===== src/hdl/alsd_pkg.sv =====
// Package for the ambient light smoothing block: payload structs, codes, sizes.
// No dependencies.
`timescale 1ns / 1ps
`default_nettype none
package alsd_pkg;
  localparam int FRAC_BITS = 16;
  localparam int LUX_BITS  = 16;
  localparam int AVG_W     = FRAC_BITS + LUX_BITS;
  localparam int DIV_STEPS = FRAC_BITS + 1;

  localparam logic [1:0] CMD_SAMPLE = 2'd0;
  localparam logic [1:0] CMD_TICK   = 2'd1;
  localparam logic [1:0] CMD_START  = 2'd2;
  localparam logic [1:0] CMD_STOP   = 2'd3;

  localparam logic [2:0] REG_FAST_K = 3'd0;
  localparam logic [2:0] REG_SLOW_K = 3'd1;
  localparam logic [2:0] REG_HYST   = 3'd2;
  localparam logic [2:0] REG_MINH   = 3'd3;
  localparam logic [2:0] REG_DELAY  = 3'd4;

  typedef struct packed {
    logic [1:0]  command;
    logic [15:0] light_lux;
    logic [31:0] now_ms;
  } in_item_t;

  typedef struct packed {
    logic [31:0] light_level;
    logic        first_after_start;
  } out_item_t;

  typedef enum logic [3:0] {
    ST_IDLE, ST_DIV, ST_MULF, ST_MULS, ST_BAND1, ST_DECIDE, ST_BAND2, ST_REARM
  } state_t;
endpackage
`default_nettype wire


===== src/hdl/ambient_light_smoothing_debounce.sv =====
// Ambient light smoothing with debounce: top level, sequencer and shared units.
// Depends on alsd_pkg.
//
// One item at a time. Start, stop, ignored items and the first sample after
// start are done when accepted; the first sample's result is registered
// at that edge. Every later sample, and a tick at or past the deadline, runs
// the shared restoring divider once per average, one quotient bit per cycle
// (a quotient of FRAC_BITS+1 bits per factor), then one shared multiply per
// average. A tick adds a band evaluation, the decision, a second band
// evaluation and the re-arm check; its result, only if the decision moves the
// level, is registered in the decision state. in_ready is low while busy, and
// while a result waits in the output register with out_ready low.
`timescale 1ns / 1ps
`default_nettype none
module ambient_light_smoothing_debounce (
  input  wire logic                 clk,
  input  wire logic                 rst_n,
  input  wire logic                 in_valid,
  output logic                      in_ready,
  input  wire alsd_pkg::in_item_t   in_data,
  output logic                      out_valid,
  input  wire logic                 out_ready,
  output alsd_pkg::out_item_t       out_data,
  input  wire logic                 cfg_we,
  input  wire logic [2:0]           cfg_index,
  input  wire logic [15:0]          cfg_wdata
);
  localparam int AW = alsd_pkg::AVG_W;
  localparam int FB = alsd_pkg::FRAC_BITS;
  localparam int LB = alsd_pkg::LUX_BITS;
  localparam int NW = 33;      // divisor width (dt + K)
  localparam int CW = $clog2(alsd_pkg::DIV_STEPS + 1);

  logic [15:0] fast_k_r, slow_k_r, minh_r, delay_r;
  logic [7:0]  hyst_r;

  logic running_r, have_r, armed_r;
  logic [31:0] last_ms_r, deadline_r;
  logic [LB-1:0] last_lux_r;
  logic [AW-1:0] fast_r, slow_r, applied_r;

  alsd_pkg::state_t state_r, state_nxt;
  logic tick_r;                 // item in progress is a tick
  logic [31:0] now_r;
  logic [32:0] dt_r;
  logic [NW-1:0] den_r;
  logic [NW-1:0] rem_r;         // partial remainder, below den_r when den_r is nonzero
  logic [FB:0] dvd_r;           // dividend bits still to shift in
  logic [FB:0] quo_r;
  logic [CW-1:0] cnt_r;
  logic        slow_pass_r;     // divider works on slow average
  logic [FB-1:0] ff_r, fs_r;
  logic [AW+8-1:0] band_r;
  logic        out_valid_r;
  alsd_pkg::out_item_t out_r;

  assign in_ready  = (state_r == alsd_pkg::ST_IDLE) && (!out_valid_r || out_ready);
  assign out_valid = out_valid_r;
  assign out_data  = out_r;

  wire accept = in_valid && in_ready;

  // Decode the accepted item
  logic [31:0] gap_dt, gap_dl;
  logic take_first, take_update;
  assign gap_dt = in_data.now_ms - last_ms_r;
  assign gap_dl = in_data.now_ms - deadline_r;
  assign take_first = accept && running_r && !have_r &&
                      (in_data.command == alsd_pkg::CMD_SAMPLE);
  // deadline passed while now - deadline, mod 2^32, stays below 2^31
  assign take_update = accept && running_r &&
                       (((in_data.command == alsd_pkg::CMD_SAMPLE) && have_r) ||
                        ((in_data.command == alsd_pkg::CMD_TICK) && armed_r &&
                         !gap_dl[31]));

  always_ff @(posedge clk) begin
    if (!rst_n) begin
      fast_k_r <= 16'd200; slow_k_r <= 16'd2000; hyst_r <= 8'd26;
      minh_r <= 16'd2; delay_r <= 16'd4000;
    end else if (cfg_we) begin
      case (cfg_index)
        alsd_pkg::REG_FAST_K: fast_k_r <= cfg_wdata;
        alsd_pkg::REG_SLOW_K: slow_k_r <= cfg_wdata;
        alsd_pkg::REG_HYST:   hyst_r   <= cfg_wdata[7:0];
        alsd_pkg::REG_MINH:   minh_r   <= cfg_wdata;
        alsd_pkg::REG_DELAY:  delay_r  <= cfg_wdata;
        default: ;
      endcase
    end
  end

  // Shared divider step: the dividend is dt << FB, so start from dt >> 1 and
  // shift in dt[0] followed by FB zeros.
  logic [NW:0]   rem_sh;
  logic [NW+1:0] rem_try;
  assign rem_sh  = {rem_r, dvd_r[FB]};
  assign rem_try = {1'b0, rem_sh} - {2'b00, den_r};

  // Shared multiplier: magnitude times factor
  logic [AW-1:0] mul_avg, mul_x;
  logic [FB-1:0] mul_f;
  logic [AW-1:0] mag, step, smoothed;
  logic [AW+FB-1:0] prod;
  assign mul_x = {last_lux_r, {FB{1'b0}}};
  assign mul_avg = slow_pass_r ? slow_r : fast_r;
  assign mul_f = slow_pass_r ? fs_r : ff_r;
  assign mag = (mul_x >= mul_avg) ? (mul_x - mul_avg) : (mul_avg - mul_x);
  assign prod = mag * mul_f;
  assign step = prod[AW+FB-1:FB];
  assign smoothed = (mul_x >= mul_avg) ? (mul_avg + step) : (mul_avg - step);

  // Shared band unit: max(level*hyst/256, minh<<FB)
  logic [AW-1:0] band_lvl;
  logic [AW+8-1:0] band_rel, band_lo, band_val;
  assign band_lvl = (state_r == alsd_pkg::ST_BAND1) ? applied_r : mul_x;
  assign band_rel = (band_lvl * hyst_r) >> 8;
  assign band_lo  = {{(AW+8-16-FB){1'b0}}, minh_r, {FB{1'b0}}};
  assign band_val = (band_rel > band_lo) ? band_rel : band_lo;

  logic [AW:0] sd, fd, nsd, nfd, dx;
  assign sd  = {1'b0, slow_r} - {1'b0, applied_r};
  assign fd  = {1'b0, fast_r} - {1'b0, applied_r};
  assign nsd = -sd;
  assign nfd = -fd;
  assign dx  = (fast_r >= mul_x) ? {1'b0, fast_r - mul_x} : {1'b0, mul_x - fast_r};

  function automatic logic ge_band(input logic [AW:0] d, input logic [AW+8-1:0] b);
    logic [AW+9:0] dd;
    dd = {{9{d[AW]}}, d};
    ge_band = !d[AW] && (dd >= {2'b00, b});
  endfunction

  logic move_ok;
  assign move_ok = (ge_band(sd, band_r) && ge_band(fd, band_r)) ||
                   (ge_band(nsd, band_r) && ge_band(nfd, band_r));

  always_comb begin
    state_nxt = state_r;
    case (state_r)
      alsd_pkg::ST_IDLE:
        if (take_update) state_nxt = alsd_pkg::ST_DIV;
      alsd_pkg::ST_DIV:
        if (cnt_r == CW'(alsd_pkg::DIV_STEPS - 1))
          state_nxt = slow_pass_r ? alsd_pkg::ST_MULF : alsd_pkg::ST_DIV;
      alsd_pkg::ST_MULF:   state_nxt = alsd_pkg::ST_MULS;
      alsd_pkg::ST_MULS:   state_nxt = tick_r ? alsd_pkg::ST_BAND1 : alsd_pkg::ST_IDLE;
      alsd_pkg::ST_BAND1:  state_nxt = alsd_pkg::ST_DECIDE;
      alsd_pkg::ST_DECIDE: state_nxt = alsd_pkg::ST_BAND2;
      alsd_pkg::ST_BAND2:  state_nxt = alsd_pkg::ST_REARM;
      alsd_pkg::ST_REARM:  state_nxt = alsd_pkg::ST_IDLE;
      default:             state_nxt = alsd_pkg::ST_IDLE;
    endcase
  end

  logic [FB:0] q_fin;
  logic [FB-1:0] f_sat;
  always_comb begin
    q_fin = {quo_r[FB-1:0], !rem_try[NW+1]};
    if (den_r == '0) f_sat = '0;
    else if (q_fin[FB]) f_sat = {FB{1'b1}};
    else f_sat = q_fin[FB-1:0];
  end

  always_ff @(posedge clk) begin
    if (!rst_n) begin
      state_r <= alsd_pkg::ST_IDLE;
      out_valid_r <= 1'b0;
      running_r <= 1'b0; have_r <= 1'b0; armed_r <= 1'b0;
      last_ms_r <= '0; deadline_r <= '0; last_lux_r <= '0;
      fast_r <= '0; slow_r <= '0; applied_r <= '0;
    end else begin
      state_r <= state_nxt;
      out_valid_r <= take_first || ((state_r == alsd_pkg::ST_DECIDE) && move_ok) ||
                     (out_valid_r && !out_ready);
      case (state_r)
        alsd_pkg::ST_IDLE:
          if (accept) begin
            now_r <= in_data.now_ms;
            if (take_update) begin
              tick_r <= (in_data.command == alsd_pkg::CMD_TICK);
              dt_r <= {1'b0, gap_dt};
              den_r <= {1'b0, gap_dt} + {17'd0, fast_k_r};
              rem_r <= {2'b00, gap_dt[31:1]};
              dvd_r <= {gap_dt[0], {FB{1'b0}}};
              quo_r <= '0; cnt_r <= '0; slow_pass_r <= 1'b0;
            end
            case (in_data.command)
              alsd_pkg::CMD_START:
                if (!running_r) begin
                  running_r <= 1'b1; have_r <= 1'b0; armed_r <= 1'b0;
                  last_ms_r <= '0; deadline_r <= '0; last_lux_r <= '0;
                  fast_r <= '0; slow_r <= '0; applied_r <= '0;
                end
              alsd_pkg::CMD_STOP:
                if (running_r) begin
                  running_r <= 1'b0; have_r <= 1'b0; armed_r <= 1'b0;
                  last_ms_r <= '0; deadline_r <= '0; last_lux_r <= '0;
                  fast_r <= '0; slow_r <= '0; applied_r <= '0;
                end
              alsd_pkg::CMD_SAMPLE:
                if (running_r) begin
                  last_lux_r <= in_data.light_lux;
                  last_ms_r <= in_data.now_ms;
                  have_r <= 1'b1;
                  if (!have_r) begin
                    fast_r <= {in_data.light_lux, {FB{1'b0}}};
                    slow_r <= {in_data.light_lux, {FB{1'b0}}};
                    applied_r <= {in_data.light_lux, {FB{1'b0}}};
                    out_r.light_level <= {in_data.light_lux, {FB{1'b0}}};
                    out_r.first_after_start <= 1'b1;
                  end else if (!armed_r) begin
                    armed_r <= 1'b1;
                    deadline_r <= in_data.now_ms + {16'd0, delay_r};
                  end
                end
              alsd_pkg::CMD_TICK:
                if (take_update) begin
                  armed_r <= 1'b0;
                  last_ms_r <= in_data.now_ms;
                end
              default: ;
            endcase
          end
        alsd_pkg::ST_DIV:
          if (cnt_r == CW'(alsd_pkg::DIV_STEPS - 1)) begin
            if (!slow_pass_r) begin
              ff_r <= f_sat;
              slow_pass_r <= 1'b1;
              den_r <= dt_r + {17'd0, slow_k_r};
              rem_r <= {1'b0, dt_r[32:1]};
              dvd_r <= {dt_r[0], {FB{1'b0}}};
              quo_r <= '0; cnt_r <= '0;
            end else begin
              fs_r <= f_sat;
              slow_pass_r <= 1'b0;
            end
          end else begin
            dvd_r <= {dvd_r[FB-1:0], 1'b0};
            rem_r <= rem_try[NW+1] ? rem_sh[NW-1:0] : rem_try[NW-1:0];
            quo_r <= q_fin;
            cnt_r <= cnt_r + 1'b1;
          end
        alsd_pkg::ST_MULF: begin
          fast_r <= smoothed;
          slow_pass_r <= 1'b1;
        end
        alsd_pkg::ST_MULS: begin
          slow_r <= smoothed;
          slow_pass_r <= 1'b0;
        end
        alsd_pkg::ST_BAND1: band_r <= band_val;
        alsd_pkg::ST_DECIDE:
          if (move_ok) begin
            applied_r <= fast_r;
            out_r.light_level <= fast_r;
            out_r.first_after_start <= 1'b0;
          end
        alsd_pkg::ST_BAND2: band_r <= band_val;
        alsd_pkg::ST_REARM:
          if ({8'd0, dx} >= {1'b0, band_r} && !armed_r) begin
            armed_r <= 1'b1;
            deadline_r <= now_r + {16'd0, delay_r};
          end
        default: ;
      endcase
    end
  end
endmodule
`default_nettype wire

===== config.mk =====
export PLATFORM = sky130hd
export DESIGN_NAME = ambient_light_smoothing_debounce
export DESIGN_NICKNAME = d
export VERILOG_FILES = /design/src/hdl/alsd_pkg.sv /design/src/hdl/ambient_light_smoothing_debounce.sv
export SDC_FILE = /design/constraint.sdc
export NUM_CORES = 2
export LEC_CHECK = 0
export BUFFER_PORTS_ARGS = -buffer_cell sky130_fd_sc_hd__buf_2
export CORE_MARGIN = 5
export CORE_UTILIZATION = 40
export DETAILED_ROUTE_END_ITERATION = 6
export MAX_ROUTING_LAYER = met4
export PLACE_DENSITY_LB_ADDON = 0.08
export RECOVER_POWER = 25
export SYNTH_ARGS = -nofsm -noshare
export SYNTH_HDL_FRONTEND = slang
export SYNTH_SLANG_ARGS = --single-unit

===== constraint.sdc =====
create_clock -name clk -period 34.7 [get_ports clk]
set_clock_uncertainty 0.05 [all_clocks]
set_input_delay 3.47 -clock clk [delete_from_list [all_inputs] [get_ports clk]]
set_output_delay 3.47 -clock clk [all_outputs]
set_load 0.01 [all_outputs]

==> summary by stage <==
STA
The count of final hold-check violations came to 0. The count of final max-slew check failures is 509. The final critical-path required period is 15.49 ns.

The normalized max-slew margin is -145%. The share of the clock period used by the worst path after layout is 44.6%. Setup violations remaining at the end of the flow were counted as 0.

Summed over all failing endpoints, the final setup total negative slack is 0 ns. For the pin with the worst max-slew slack, the measured transition is 3.67 ns. Static timing analysis puts the maximum clock frequency at 64.6 MHz. Setup repair after global routing left no endpoint under its margin.

Routing
The DRC violation total after the first TritonRoute iteration is 3563. The total iterations of the first detailed-routing run is 6. The number of antenna-violating nets in the routed design is 0.

The met2 wirelength from detailed routing is 105000 um. In the routed layout, each cell is associated on average with a via count of 5.55. The routed layout has 56200 vias. The number of remaining DRC errors is 0.

The met1 wire length is 103000 um. The wire length on met3 is 10700 um. The total routed wirelength is 225000 um. The routed length per placed instance is 22.2 um. The highest routing layer actually used is met4.

Floorplan
The region available for standard cell placement spans 165000 sq um. The initial utilization of the core area, before any placement, comes to 40.1%. For this design the top-level I/O count stands at 109. After floorplanning, the core was divided into 149 placement rows.

The die extent in x is 416 um. The die covers 173000 sq um. The die span in y is 416 um.

Outcome
The checks that failed: capacitance limit, slew limit. The run finished, with violations left.

Synth
The most common flop cell mapped by yosys is sky130_fd_sc_hd__dfxtp_1. The async set-reset flop share out of synthesis is 0%. The sequential cell area fraction in the yosys report is 19.1%. The dominant combinational cell family by area after synthesis is adder cells. In this run the biggest area consumer among cell types represents 18.4% of the synthesized area. The synthesized area is 66000 sq um. The number of nets in the synthesized netlist is 9271. Synthesis instantiated 90 different standard cells from the library. Summing the areas of all and, or, nand and nor instances in the mapped netlist gives 18.3% of the synthesized area.

The per-instance average area after synthesis is 8.34 sq um. The fraction of synthesized area in multiplexers is 1.67%. Yosys attributes the largest share of cell area to sky130_fd_sc_hd__fa_1, sky130_fd_sc_hd__ha_1, sky130_fd_sc_hd__edfxtp_1. By count the netlist is led by sky130_fd_sc_hd__nand2_1, sky130_fd_sc_hd__inv_1, sky130_fd_sc_hd__ha_1, sky130_fd_sc_hd__fa_1, sky130_fd_sc_hd__nor2_1. The dominant cell by count in the synthesized netlist is sky130_fd_sc_hd__nand2_1. After Yosys synthesis, XOR and XNOR cells account for 6.05% of the synthesized area. The area share of fa/ha/maj cells after synthesis is 31.1%. The post-synthesis register bit count is 506. The synthesized netlist devotes 16.1% of its cell area to compound gates. The gate count of the mapped netlist is 7919.

The top cell type by total area after synthesis is sky130_fd_sc_hd__fa_1. For this run, the number of Yosys warnings is 0. The number of synthesized flops with an enable pin is 251.

GRT
The global-route usage over all layers is 26.3%. The first global-routing pass estimated 344000 um of wire. Entering global routing, the biggest net connects 82 pins. The residual overflow from global routing is 0.

The via count of the first global-routing pass is 56300. The number of antenna violations at the first check in global routing is 15.

Clock network
TritonCTS built the clock tree. The clock passes through at most 3 buffers. TritonCTS created 67 clock buffers. The clock transition time at the flip-flop clock pins of the worst setup and hold paths is 0.06 ns. After clock tree synthesis, the flow added hold-fix buffers numbering 0. Buffers added to address setup during post-CTS repair amount to 0.

The cell sitting at the root of the clock tree is a sky130_fd_sc_hd__clkbuf_16. Gates resized during post-CTS repair numbered 0. The H-tree depth reported by CTS is 3. The clock sink count is 506. The later pin in the worst-skew pair is clocked with a latency of 0.68 ns.

Worst setup path
The start-to-end type of the worst setup path is reg -> reg. The largest individual stage delay along the critical path comes from the cell sky130_fd_sc_hd__xnor2_1. On the worst path, the slowest cell contributes a delay of 0.94 ns.

The type of element capturing the critical path is a flop. The worst setup path is launched from a flop. The arrival time at the worst endpoint is 15.82 ns.

For the worst setup path, the data required time is 35.03 ns. Along the worst path, the maximum fanout reaches 71. The length in cells of the worst reg-to-reg path is 49. The most repeated library cell on the critical path is sky130_fd_sc_hd__fa_1.

Placed design
The global placer's final weighted congestion is 0.929. The placed wire-length estimate after detailed placement is 178000 um. During placement, the flow inserted port buffers numbering 108.

Worst hold path
The class of the most critical hold timing path is reg -> reg. Counting instances, the worst hold path has a depth of 2.

Cells and area
The fraction of final layout cells with drive strength greater than 1 is 4.74%. The post-synthesis to final-layout area growth is 7.78%. The net total in the final layout is 9229.

Job
The max-capacitance violation count is 11.
per-stage QoR:
step / instances / hold slack (ns) / worst slack [ns] / area, sq um / util, %
2_1_floorplan: 7919 / 0.391 / 19.59 / 66000 / -
3_3_place_gp: 9997 / 0.399 / 19.78 / 69100 / 42.0
3_5_place_dp: 9997 / 0.403 / 19.56 / 69100 / 42.0
4_1_cts: 10100 / 0.413 / 19.51 / 71300 / 43.3
5_1_grt: 10100 / 0.430 / 18.19 / 71200 / 43.2
6_report: 10100 / 0.409 / 19.21 / 71200 / 43.2
cell type report:
type,instances,area [sq um]
multi-input combinational,6081,48500
clock inverter,27,289
sequential,506,12600
clock buffer,97,1900
fill,16600,93500
inverter,1000,3750
antenna,5,12.5
timing repair buffer,221,1290
tap,2189,2740
final timing paths:
check	from	to	slack (ns)
worst max-delay path	slow_pass_r	fast_r[30]	19.21
worst min-delay path	last_ms_r[3]	last_ms_r[3]	0.41
worst min register to register	last_ms_r[3]	last_ms_r[3]	0.41
worst max register to register	slow_pass_r	fast_r[30]	19.21
routing by layer:
layer  vias to the layer above  GRT usage [%]
li1                      26700              -
met4                         0           6.89
met5                         -              -
met3                       308           2.89
met1                     27800           35.0
met2                      1318           42.7
cell families (layout without fill, tap and decap cells):
kind of cell,count (synthesis),after routing
and+or+nand+nor,2575,2575
AOI/OAI and AO/OA,1667,1667
buffers and inverters,1332,1345
adders and majority gates,1278,1278
DFF,506,506
xor gates and xnor gates,456,456
muxes,105,105
other,0,5
sequential cells by signal (all words and copies together), names as in the netlist, 16 cells and up:
register    count
quo_r          16
fast_r         32
fast_k_r       16
applied_r      32
last_lux_r     16
fs_r           16
minh_r         16
slow_k_r       16
deadline_r     32
dt_r           32
den_r          33
rem_r          33
out_data       33
now_r          32
band_r         32
slow_r         32
last_ms_r      32
ff_r           16
delay_r        16
worst max-delay path: cells and delay by family (launching register included):
| kind | cells | cell delay (ns) |
|---|---|---|
| xor gates and xnor gates | 3 | 1.31 |
| and+or+nand+nor | 10 | 2.82 |
| buffers and inverters | 7 | 1.28 |
| DFF | 1 | 0.34 |
| adders and majority gates | 9 | 4.18 |
| AOI/OAI and AO/OA | 20 | 5.10 |
layout by cell type (no fill, tap or decap), types with 64 or more instances in the layout:
master and count:
sky130_fd_sc_hd__nand2_1 1023, sky130_fd_sc_hd__inv_1 998, sky130_fd_sc_hd__ha_1 671, sky130_fd_sc_hd__fa_1 607
sky130_fd_sc_hd__nor2_1 506, sky130_fd_sc_hd__a21oi_1 475, sky130_fd_sc_hd__o21ai_0 362, sky130_fd_sc_hd__xnor2_1 296
sky130_fd_sc_hd__dfxtp_1 254, sky130_fd_sc_hd__edfxtp_1 251, sky130_fd_sc_hd__nand3_1 199, sky130_fd_sc_hd__a21o_1 191
sky130_fd_sc_hd__and2_1 166, sky130_fd_sc_hd__xor2_1 155, sky130_fd_sc_hd__and3_1 131, sky130_fd_sc_hd__nor3_1 115
sky130_fd_sc_hd__nor2b_1 106, sky130_fd_sc_hd__buf_4 101, sky130_fd_sc_hd__o21a_1 80, sky130_fd_sc_hd__a22oi_1 79
sky130_fd_sc_hd__clkbuf_1 79, sky130_fd_sc_hd__nand2b_1 73, sky130_fd_sc_hd__clkbuf_16 70, sky130_fd_sc_hd__mux2i_1 64
Power is not shown: default switching activity piles up to over one toggle a cycle in this logic, so the estimate is an artifact.
